==> src/rtl/cqs_pkg.sv <==
// shared types and constants for the circular queue with search
package cqs_pkg;

    localparam int DATA_W  = 32;
    localparam int MODE_W  = 2;
    localparam int STAT_W  = 2;
    localparam int SLOT_W  = 3;
    localparam int S_TDATA_W = 64;
    localparam int M_TDATA_W = 40;
    localparam int M_PAD_W   = M_TDATA_W - DATA_W - SLOT_W;

    typedef enum logic [MODE_W-1:0] {
        MODE_ENQ  = 2'd0,
        MODE_DEQ  = 2'd1,
        MODE_SRCH = 2'd2,
        MODE_NOP  = 2'd3
    } mode_t;

    typedef enum logic [STAT_W-1:0] {
        ST_OK      = 2'd0,
        ST_FULL    = 2'd1,
        ST_EMPTY   = 2'd2,
        ST_MISSING = 2'd3
    } status_t;

    // source of the result loaded into the output or park register
    typedef enum logic [2:0] {
        RES_OK,
        RES_FULL,
        RES_EMPTY,
        RES_DEQ,
        RES_HIT,
        RES_MISS,
        RES_PARK
    } res_sel_t;

    typedef struct packed {
        logic     accept;
        logic     enq_write;
        logic     deq_pop;
        logic     rd_en;
        logic     rd_head;
        logic     res_load;
        logic     res_park;
        res_sel_t res_sel;
    } dp_cmd_t;

    typedef struct packed {
        logic full;
        logic empty;
        logic hit;
        logic last;
        logic out_free;
    } dp_stat_t;

endpackage

==> src/rtl/cqs_datapath.sv <==
// queue storage, head/tail pointers, search compare and output register
module cqs_datapath #(
    parameter int DEPTH = 8
) (
    input  logic                         clk,
    input  logic                         rst_n,
    input  cqs_pkg::dp_cmd_t             cmd,
    output cqs_pkg::dp_stat_t            stat,
    input  logic signed [cqs_pkg::DATA_W-1:0] data_in,
    input  logic signed [cqs_pkg::DATA_W-1:0] search_key,
    output logic                         out_valid,
    input  logic                         out_ready,
    output logic [cqs_pkg::STAT_W-1:0]   status,
    output logic signed [cqs_pkg::DATA_W-1:0] value_out,
    output logic [cqs_pkg::SLOT_W-1:0]   found_slot
);
    import cqs_pkg::*;

    localparam int AW = $clog2(DEPTH);
    localparam logic [AW-1:0] LAST_SLOT = AW'(DEPTH - 1);

    function automatic logic [AW-1:0] next_slot(input logic [AW-1:0] k);
        next_slot = (k == LAST_SLOT) ? '0 : k + 1'b1;
    endfunction

    logic signed [DATA_W-1:0] mem [DEPTH];

    logic [AW-1:0] head_reg, head_next;
    logic [AW-1:0] tail_reg, tail_next;
    logic          empty_reg, empty_next;
    logic [AW-1:0] ptr_reg, ptr_next;
    logic          rd_vld_reg;
    logic          rd_last_reg;
    logic [AW-1:0] rd_slot_reg;
    logic signed [DATA_W-1:0] rd_data_reg;
    logic signed [DATA_W-1:0] key_reg;

    logic          out_vld_reg, out_vld_next;
    status_t       out_status_reg;
    logic signed [DATA_W-1:0] out_value_reg;
    logic [SLOT_W-1:0] out_slot_reg;
    status_t       park_status_reg;
    logic signed [DATA_W-1:0] park_value_reg;
    logic [SLOT_W-1:0] park_slot_reg;

    logic [AW-1:0] wr_addr;
    logic [AW-1:0] rd_addr;
    status_t       res_status;
    logic signed [DATA_W-1:0] res_value;
    logic [SLOT_W-1:0] res_slot;

    assign wr_addr = empty_reg ? '0 : next_slot(tail_reg);
    assign rd_addr = cmd.rd_head ? head_reg : ptr_reg;

    assign stat.full     = !empty_reg && (next_slot(tail_reg) == head_reg);
    assign stat.empty    = empty_reg;
    assign stat.hit      = rd_vld_reg && (rd_data_reg == key_reg);
    assign stat.last     = rd_vld_reg && rd_last_reg;
    assign stat.out_free = !out_vld_reg || out_ready;

    always_comb
    begin
        head_next  = head_reg;
        tail_next  = tail_reg;
        empty_next = empty_reg;
        ptr_next   = ptr_reg;
        if (cmd.enq_write)
        begin
            tail_next  = wr_addr;
            empty_next = 1'b0;
            if (empty_reg)
            begin
                head_next = '0;
            end
        end
        if (cmd.deq_pop)
        begin
            // popping the only entry resets both pointers to slot 0
            if (head_reg == tail_reg)
            begin
                head_next  = '0;
                tail_next  = '0;
                empty_next = 1'b1;
            end
            else
            begin
                head_next = next_slot(head_reg);
            end
        end
        if (cmd.rd_en)
        begin
            ptr_next = next_slot(rd_addr);
        end
    end

    always_comb
    begin
        res_status = ST_OK;
        res_value  = '0;
        res_slot   = '0;
        case (cmd.res_sel)
            RES_OK:
            begin
                res_status = ST_OK;
            end
            RES_FULL:
            begin
                res_status = ST_FULL;
            end
            RES_EMPTY:
            begin
                res_status = ST_EMPTY;
            end
            RES_DEQ:
            begin
                res_value = rd_data_reg;
            end
            RES_HIT:
            begin
                res_slot = SLOT_W'(rd_slot_reg);
            end
            RES_MISS:
            begin
                res_status = ST_MISSING;
            end
            RES_PARK:
            begin
                res_status = park_status_reg;
                res_value  = park_value_reg;
                res_slot   = park_slot_reg;
            end
            default:
            begin
                res_status = ST_OK;
            end
        endcase
    end

    always_comb
    begin
        out_vld_next = out_vld_reg;
        if (cmd.res_load)
        begin
            out_vld_next = 1'b1;
        end
        else if (out_ready)
        begin
            out_vld_next = 1'b0;
        end
    end

    always_ff @(posedge clk or negedge rst_n)
    begin
        if (!rst_n)
        begin
            head_reg    <= '0;
            tail_reg    <= '0;
            empty_reg   <= 1'b1;
            ptr_reg     <= '0;
            rd_vld_reg  <= 1'b0;
            out_vld_reg <= 1'b0;
        end
        else
        begin
            head_reg    <= head_next;
            tail_reg    <= tail_next;
            empty_reg   <= empty_next;
            ptr_reg     <= ptr_next;
            rd_vld_reg  <= cmd.rd_en;
            out_vld_reg <= out_vld_next;
        end
    end

    // single write port, single registered read port
    always_ff @(posedge clk)
    begin
        if (cmd.enq_write)
        begin
            mem[wr_addr] <= data_in;
        end
        if (cmd.rd_en)
        begin
            rd_data_reg <= mem[rd_addr];
        end
    end

    always_ff @(posedge clk)
    begin
        if (cmd.rd_en)
        begin
            rd_slot_reg <= rd_addr;
            rd_last_reg <= (rd_addr == tail_reg);
        end
        if (cmd.accept)
        begin
            key_reg <= search_key;
        end
        if (cmd.res_load)
        begin
            out_status_reg <= res_status;
            out_value_reg  <= res_value;
            out_slot_reg   <= res_slot;
        end
        if (cmd.res_park)
        begin
            park_status_reg <= res_status;
            park_value_reg  <= res_value;
            park_slot_reg   <= res_slot;
        end
    end

    assign out_valid  = out_vld_reg;
    assign status     = out_status_reg;
    assign value_out  = out_value_reg;
    assign found_slot = out_slot_reg;

endmodule

==> src/rtl/cqs_ctrl.sv <==
// control state machine sequencing enqueue, dequeue and search
module cqs_ctrl (
    input  logic                       clk,
    input  logic                       rst_n,
    input  logic                       in_valid,
    output logic                       in_ready,
    input  logic [cqs_pkg::MODE_W-1:0] mode,
    input  cqs_pkg::dp_stat_t          stat,
    output cqs_pkg::dp_cmd_t           cmd
);
    import cqs_pkg::*;

    typedef enum logic [3:0] {
        S_IDLE = 4'b0001,
        S_DEQ  = 4'b0010,
        S_SRCH = 4'b0100,
        S_PARK = 4'b1000
    } state_t;

    state_t state_reg, state_next;
    logic   accept;

    assign in_ready = (state_reg == S_IDLE) && stat.out_free;
    assign accept   = in_valid && in_ready;

    always_comb
    begin
        state_next    = state_reg;
        cmd.accept    = accept;
        cmd.enq_write = 1'b0;
        cmd.deq_pop   = 1'b0;
        cmd.rd_en     = 1'b0;
        cmd.rd_head   = 1'b0;
        cmd.res_load  = 1'b0;
        cmd.res_park  = 1'b0;
        cmd.res_sel   = RES_OK;
        case (state_reg)
            S_IDLE:
            begin
                if (accept)
                begin
                    case (mode_t'(mode))
                        MODE_ENQ:
                        begin
                            cmd.res_load = 1'b1;
                            if (stat.full)
                            begin
                                cmd.res_sel = RES_FULL;
                            end
                            else
                            begin
                                cmd.enq_write = 1'b1;
                            end
                        end
                        MODE_DEQ, MODE_SRCH:
                        begin
                            if (stat.empty)
                            begin
                                cmd.res_sel  = RES_EMPTY;
                                cmd.res_load = 1'b1;
                            end
                            else
                            begin
                                // first read always starts at the head slot
                                cmd.rd_en   = 1'b1;
                                cmd.rd_head = 1'b1;
                                state_next  = (mode_t'(mode) == MODE_DEQ) ? S_DEQ : S_SRCH;
                            end
                        end
                        default:
                        begin
                            cmd.res_load = 1'b1;
                        end
                    endcase
                end
            end
            S_DEQ:
            begin
                cmd.deq_pop = 1'b1;
                cmd.res_sel = RES_DEQ;
                if (stat.out_free)
                begin
                    cmd.res_load = 1'b1;
                    state_next   = S_IDLE;
                end
                else
                begin
                    cmd.res_park = 1'b1;
                    state_next   = S_PARK;
                end
            end
            S_SRCH:
            begin
                if (stat.hit || stat.last)
                begin
                    cmd.res_sel = stat.hit ? RES_HIT : RES_MISS;
                    if (stat.out_free)
                    begin
                        cmd.res_load = 1'b1;
                        state_next   = S_IDLE;
                    end
                    else
                    begin
                        cmd.res_park = 1'b1;
                        state_next   = S_PARK;
                    end
                end
                else
                begin
                    cmd.rd_en = 1'b1;
                end
            end
            S_PARK:
            begin
                cmd.res_sel = RES_PARK;
                if (stat.out_free)
                begin
                    cmd.res_load = 1'b1;
                    state_next   = S_IDLE;
                end
            end
            default:
            begin
                state_next = S_IDLE;
            end
        endcase
    end

    always_ff @(posedge clk or negedge rst_n)
    begin
        if (!rst_n)
        begin
            state_reg <= S_IDLE;
        end
        else
        begin
            state_reg <= state_next;
        end
    end

endmodule

==> src/rtl/circular_queue_with_search.sv <==
// Circular FIFO queue of DEPTH signed 32-bit words with enqueue, dequeue and
// key search. One beat in gives one beat out. Enqueue, and any operation that
// ends in full or empty status, loads its result on accept; dequeue reads the
// head slot through the one registered read port of the storage first; search
// reads one slot per cycle from head toward tail through that port until a hit
// or the tail slot, examining at most DEPTH entries. A result waits in the
// output register, and the next beat is taken as soon as the controller is
// idle and that register is free or being emptied in the same cycle. Storage
// is not cleared at reset; only written slots are ever read.
module circular_queue_with_search #(
    parameter int DEPTH = 8
) (
    input  logic                          clk,
    input  logic                          rst_n,
    input  logic                          s_tvalid,
    output logic                          s_tready,
    input  logic [cqs_pkg::S_TDATA_W-1:0] s_tdata,  // data_in, search_key
    input  logic [cqs_pkg::MODE_W-1:0]    s_tuser,  // mode
    output logic                          m_tvalid,
    input  logic                          m_tready,
    output logic [cqs_pkg::M_TDATA_W-1:0] m_tdata,  // value_out, found_slot, zero pad
    output logic [cqs_pkg::STAT_W-1:0]    m_tuser   // status
);
    import cqs_pkg::*;

    dp_cmd_t  cmd;
    dp_stat_t stat;
    logic signed [DATA_W-1:0] value_out;
    logic [SLOT_W-1:0]        found_slot;

    cqs_ctrl u_ctrl (
        .clk      (clk),
        .rst_n    (rst_n),
        .in_valid (s_tvalid),
        .in_ready (s_tready),
        .mode     (s_tuser),
        .stat     (stat),
        .cmd      (cmd)
    );

    cqs_datapath #(
        .DEPTH (DEPTH)
    ) u_datapath (
        .clk        (clk),
        .rst_n      (rst_n),
        .cmd        (cmd),
        .stat       (stat),
        .data_in    (s_tdata[DATA_W-1:0]),
        .search_key (s_tdata[2*DATA_W-1:DATA_W]),
        .out_valid  (m_tvalid),
        .out_ready  (m_tready),
        .status     (m_tuser),
        .value_out  (value_out),
        .found_slot (found_slot)
    );

    assign m_tdata = {{M_PAD_W{1'b0}}, found_slot, value_out};

endmodule

==> config.mk <==
export PLATFORM = sky130hd
export DESIGN_NAME = circular_queue_with_search
export DESIGN_NICKNAME = d
export VERILOG_FILES = /design/src/rtl/cqs_pkg.sv /design/src/rtl/cqs_datapath.sv /design/src/rtl/cqs_ctrl.sv /design/src/rtl/circular_queue_with_search.sv
export SDC_FILE = /design/constraint.sdc
export NUM_CORES = 1
export LEC_CHECK = 0
export BUFFER_PORTS_ARGS = -buffer_cell sky130_fd_sc_hd__buf_2
export CELL_PAD_IN_SITES_DETAIL_PLACEMENT = 1
export CELL_PAD_IN_SITES_GLOBAL_PLACEMENT = 1
export CORE_MARGIN = 5
export CORE_UTILIZATION = 45
export CTS_CLUSTER_DIAMETER = 100
export DETAILED_ROUTE_END_ITERATION = 8
export GPL_TIMING_DRIVEN = 0
export PLACE_DENSITY_LB_ADDON = 0.1
export SETUP_SLACK_MARGIN = 0.02
export SYNTH_ARGS = -nofsm -noshare
export SYNTH_HDL_FRONTEND = slang
export SYNTH_SLANG_ARGS = --single-unit
==> constraint.sdc <==
create_clock -name clk -period 7.7 [get_ports clk]
set_input_delay 0.385 -clock clk [delete_from_list [all_inputs] [get_ports clk]]
set_output_delay 0.385 -clock clk [all_outputs]
set_load 0.05 [all_outputs]
; ---- Yosys cells after proc, flatten, opt, wreduce, memory -nomap -nowiden
; Memories as Yosys holds them, arrays and structs flattened. A register that Yosys moved wholly into a read port is not among the register bits.
; Cells that the tools add are included.
[totals]
reg_bits = 126
mem_bits_rw = 256
input_bits = 70
wordCells = 115
n_memories = 1
[op_classes]
n_addsub = 3
eq_ne = 24
n_mux = 54
reduce_logical = 17
[memory_table]
columns = memory, words, width, read_ports, rd_clocked_by_memory_dff, write_ports, line_no
row1 = u_datapath.mem, 8, 32, 1, 1, 1, cqs_datapath.sv:26  ; logic signed [DATA_W-1:0] mem [DEPTH];
[op_table]
columns = operator, count
row1 = $pmux W32 S2, 1
row2 = $mux W3, 15
row3 = $eq A32 B32 Y1, 1
row4 = $mux W4, 6
row5 = $mux W1, 20
row6 = $eq A3 B3 Y1 const B, 6
row7 = $pmux W4 S4, 1
row8 = $pmux W3 S2, 2
row9 = $pmux W3 S4, 1
row10 = $add A3 B1 Y3 const B, 3
row11 = $eq A3 B3 Y1, 3
row12 = $pmux W2 S4, 1
row13 = $eq A3 B2 Y1 const B, 2
row14 = $mux W2, 3
row15 = $ne A2 B1 Y1 const B, 3
row16 = $reduce_bool A2 Y1, 3
row17 = $logic_and A1 B1 Y1, 5
row18 = $mux W5, 1
row19 = $reduce_and A5 Y1, 1
row20 = $eq A4 B1 Y1 const B, 1
row21 = $eq A4 B2 Y1 const B, 1
row22 = $eq A4 B3 Y1 const B, 1
row23 = $eq A4 B4 Y1 const B, 1
row24 = $ne A2 B2 Y1 const B, 2
row25 = 10 further kinds, 14

; ---- Logic depth before layout (Yosys ltp)
[logic_depth]
depth_word = 11
mapped_depth = 13
ltp_nobuf = 12

; ---- By module
; Synthesis repeated with hierarchy kept, for this count alone.
[unflattened]
cells_unflattened = 1123
hier_area_um2 = 17234.0
[by_module_without_submodules]
columns = mod, instances, cells_per_inst, area_per_inst_um2
row1 = cqs_datapath, 1, 1060, 16713.5
row2 = cqs_ctrl, 1, 57, 479.2
row3 = circular_queue_with_search, 1, 6, 41.3

; ---- Worst setup path before layout
; Ideal clock, no wire load.
[synth_path]
path_type = register -> register
start = reg u_datapath.out_vld_reg (netlist: u_datapath.out_valid)
end = mem u_datapath.mem[1][0] (enable)
setup_ns = 0.501
t_arrival_ns = 5.544
t_required_ns = 7.199
setup_slack_ns = 1.655
path_stages_with_launch = 8
synth_period_minus_slack_ns = 6.045
cell_sequence = dfrtp_1 > nand2b_1 > clkbuf_1 > nand3_1 > inv_1 > o311ai_0 > or3_1 > nor4_1
[synth_between]
elab_chain_len = 8
[synth_lines]
columns = element, line_no
row1 = start: declaration, cqs_datapath.sv:38  ; logic out_vld_reg, out_vld_next;
row2 = start signal: assignment, cqs_datapath.sv:170  ; out_vld_reg <= out_vld_next;
row3 = $logic_not A1 Y1, cqs_datapath.sv:59  ; assign stat.out_free = !out_vld_reg || out_ready;
row4 = $logic_or A1 B1 Y1, cqs_datapath.sv:59
row5 = $logic_and A1 B1 Y1, cqs_ctrl.sv:23  ; assign in_ready = (state_reg == S_IDLE) && stat.out_free;
row6 = $logic_and A1 B1 Y1, cqs_ctrl.sv:24  ; assign accept = in_valid && in_ready;
row7 = $mux W1, cqs_ctrl.sv:40  ; if (accept)
row8 = $mux W1, cqs_ctrl.sv:37  ; case (state_reg)
row9 = $mux W1, cqs_datapath.sv:177  ; if (cmd.enq_write)
row10 = $mux W1 (not written as such), cqs_datapath.sv:179  ; mem[wr_addr] <= data_in;
row11 = end: declaration, cqs_datapath.sv:26
; Every way passes these cells.

; ---- Worst setup path after layout
[layout_path]
start = reg u_ctrl.state_reg[0]
end = mem u_datapath.mem[1][16] (enable)
[layout_between]
elab_chain_len = 7
[layout_lines]
columns = element, line_no
row1 = start: declaration, cqs_ctrl.sv:20  ; state_t state_reg, state_next;
row2 = start signal: assignment, cqs_ctrl.sv:137  ; state_reg <= state_next;
row3 = $eq A4 B1 Y1 (*), "cqs_ctrl.sv:23, cqs_ctrl.sv:37"
row4 = $logic_and A1 B1 Y1, cqs_ctrl.sv:23
row5 = $logic_and A1 B1 Y1, cqs_ctrl.sv:24
row6 = $mux W1, cqs_ctrl.sv:40
row7 = $mux W1 (*), cqs_ctrl.sv:37
row8 = $mux W1 (*), cqs_datapath.sv:177
row9 = $mux W1 (not written as such) (*), cqs_datapath.sv:179
; Mark *: on every way between the ends. The rest lies on a longest branch, timed or not.

==> flow_summary.yaml <==
synthesis:
  synthesis.instances: 921
  post_synth.cell_area_avg_um2: 17.63
  synth_seq_area_share: 0.7611
  synth_cell_types: 48
  ys_seq_elements: 414
  synth-edff-count: 398
  synth-warning-count: 0
  mapped_cell_area_mm2: 0.01623
  most_used_flip_flop_cell_after_synthesis: "sky130_fd_sc_hd__edfxtp_1"
  synth_async_sr_flop_share: 0.03865
setup_path:
  worst_ep_arrival_time_ns: 4.57
  worstSetupEndpointType: "register"
  setup.worst_path.class: "reg -> reg"
  crit_fanout: 35
  crit_path_start_kind: "register"
  required_time_of_the_worst_setup_path_ns: 7.97
global_route:
  grt_pass1_vias: 9405
  grt_max_degree: 36
  gr-usage-all-layers: 0.1962
  grt_remaining_overflow: 0
  grt_pass1_wl_mm: 57.79
  antenna_found_initial: 8
outcome:
  status: "finished, final reports clean"
sta:
  fin_crit_sh: 0.5576
  period_minus_slack_ns: 4.294
  finalHoldViolCount: 0
  least_margin_pin_slew_ns: 1.250
  timing.slew.headroom: 0.1601
  timing.final.setup_violations: 0
  fin_setup_tns_ns: 0
  fin_ws_ns: 3.406
  finalMaxSlewViolations: 0
  fmaxAchievable_mhz: 232.9
  grt_setup_unrepaired: "no"
  skew_ns: 0.01333
floorplanning:
  floorplan.core_area_mm2: 0.03557
  start_util: 0.4564
  chipWidth_um: 199.9
  io_pins: 114
  die-height_um: 199.9
  rows: 69
  fp.dieArea_mm2: 0.03997
clocking:
  tritoncts_num_sinks: 414
  clock_tree.buffer_depth: 3
  root_buffer: "sky130_fd_sc_hd__clkbuf_16"
  worst_skew_pair.late_latency_ns: 0.56
  clock_pin_slew_on_the_worst_setup_and_hold_paths_ns: 0.06
  tritoncts: "yes"
  h_tree_depth: 2
  cts.repair_timing.setup_buffer_count: 0
  cts_inserted_buffers: 45
placed_design:
  port_buffers: 108
  dpl.cell_count: 1520
  dp_hpwl_mm: 26.20
  worst_slack_after_detailed_placement_ns: 3.288
  gp_routability_congestion: 0.7693
  cell_area_after_placement_mm2: 0.01776
drt:
  final_antenna_net_count: 0
  num_vias: 8889
  drtPass1Iterations: 4
  final_wl_mm: 39.04
  remaining_drc_errors: 0
  via_to_cell_ratio: 5.430
  initialDrtViolationCount: 471
  routedWlPerCell_um: 23.85
layout:
  final_area_mm2: 0.01945
  final_layout_size_suffix_gt1_frac: 0.2984
  register_bank_with_the_most_flops: "u_datapath.mem"
  area_growth_pct: 19.80
  non_filler_instance_count_after_layout: 1637
  nNetsFinal: 1218
  layout_common_cells: "398 x sky130_fd_sc_hd__edfxtp_1, 117 x sky130_fd_sc_hd__mux2_2, 112 x sky130_fd_sc_hd__buf_2, 67 x sky130_fd_sc_hd__o22ai_1, 48 x sky130_fd_sc_hd__nor2_1"
  largest_register_ff_count: 256
  layout.filler_cells: 3314
  mostFrequentLayoutCell: "sky130_fd_sc_hd__edfxtp_1"
pwr:
  power_density_mw_per_mm2: 341.6
  power_leakage_nw: 6.611
  irDropWorstVdd_mv: 0.1900
flow_run:
  timing.max_cap.violations: 0
hold_path:
  hold_class: "in -> reg"
[metrics by stage]
step                power [mW]    util  hold WS (ns)
finish                   6.643  0.5468       0.05610
global route             6.952  0.5468       0.02952
CTS                      6.721  0.5465       0.02091
detailed placement       4.701  0.4994        0.3352
global placement         4.637  0.4882        0.3416
floorplan                4.052       -       0.08941
[worst paths after layout]
path,start,to,slack [ns],cells past startpoint
worst max-delay path,u_ctrl.state_reg[0],u_datapath.mem[1][16],3.41,9
worst min-delay path,s_tdata[54],u_datapath.key_reg[22],0.06,1
worst max register to register,u_ctrl.state_reg[0],u_datapath.mem[1][16],3.41,9
worst min register to register,u_datapath.park_value_reg[27],u_datapath.value_out[27],0.57,1
max in group asynchronous,rst_n,u_datapath.empty_reg,7.09,2
min in group asynchronous,rst_n,u_datapath.head_reg[2],0.29,2
[logic make-up (layout without fill, tap and decap cells)]
logic type,Yosys count,count (layout),synth area share
and+or+nand+nor,123,123,0.03854
DFF,414,414,0.7611
other,1,8,0.0002310
adders and majority gates,10,10,0.007708
xor gates and xnor gates,37,37,0.01996
buffers and inverters,61,309,0.02019
muxes,131,131,0.09080
AOI/OAI and AO/OA,144,144,0.06151
[power breakdown]
part / leakage (nW) / total, mW / switching, mW / internal, mW
Sequential: 3.77 / 2.88 / 0.122 / 2.76
Combinational: 2.17 / 1.78 / 1.12 / 0.660
Clock: 0.677 / 1.99 / 0.846 / 1.14
Total: 6.61 / 6.64 / 2.08 / 4.56
[per-layer routing]
metal	GRT usage	share of wire	vias up
met3	0.03088	0.043	65
met5	0	0.0010	-
met1	0.2772	0.46	4535
met4	0.06717	0.026	4
met2	0.3146	0.47	204
li1	-	-	4081
[synthesized netlist by cell type (13+ instances only)]
master / number / area [µm²]
sky130_fd_sc_hd__dfrtp_1: 14 / 350.3
sky130_fd_sc_hd__clkbuf_1: 27 / 101.4
sky130_fd_sc_hd__a21oi_1: 13 / 65.06
sky130_fd_sc_hd__xor2_1: 17 / 148.9
sky130_fd_sc_hd__edfxtp_1: 398 / 11950
sky130_fd_sc_hd__mux2_1: 13 / 146.4
sky130_fd_sc_hd__inv_1: 13 / 48.80
sky130_fd_sc_hd__o22ai_1: 67 / 419.2
sky130_fd_sc_hd__nand2_1: 14 / 52.55
sky130_fd_sc_hd__mux2_2: 117 / 1318
sky130_fd_sc_hd__nor2_1: 52 / 195.2
sky130_fd_sc_hd__a22o_1: 35 / 306.5
sky130_fd_sc_hd__xnor2_1: 20 / 175.2
[timing repair]
action | 4_1_cts | 5_1_grt
hold buffers | 32 | 0
endpoints found under the hold margin | 45 | 0
gates resized for setup | 0 | 0
[cell type report]
cell class / count / area (µm²) / share of cell area
buffer: 48 / 279.0 / 0.01435
clock inverter: 28 / 152.6 / 0.007849
timing repair buffer: 166 / 1180 / 0.06067
clock buffer: 54 / 1202 / 0.06183
inverter: 13 / 48.80 / 0.002509
sequential: 414 / 12350 / 0.6353
multi-input combinational: 450 / 3646 / 0.1875
antenna: 3 / 7.507 / 0.0003860
tap: 461 / 576.8 / 0.02966
[worst max-delay path, stage by stage, from the launching register on]
cell and delay [ns]:
sky130_fd_sc_hd__dfstp_2 0.59, sky130_fd_sc_hd__nor4b_4 0.32, sky130_fd_sc_hd__nand3_1 0.20, sky130_fd_sc_hd__inv_2 0.63, sky130_fd_sc_hd__o311ai_0 0.38, sky130_fd_sc_hd__or3_1 0.54, sky130_fd_sc_hd__nor4_2 0.70, sky130_fd_sc_hd__buf_4 0.32
sky130_fd_sc_hd__buf_6 0.15, sky130_fd_sc_hd__buf_4 0.17
(Power assumes the default switching activity.)
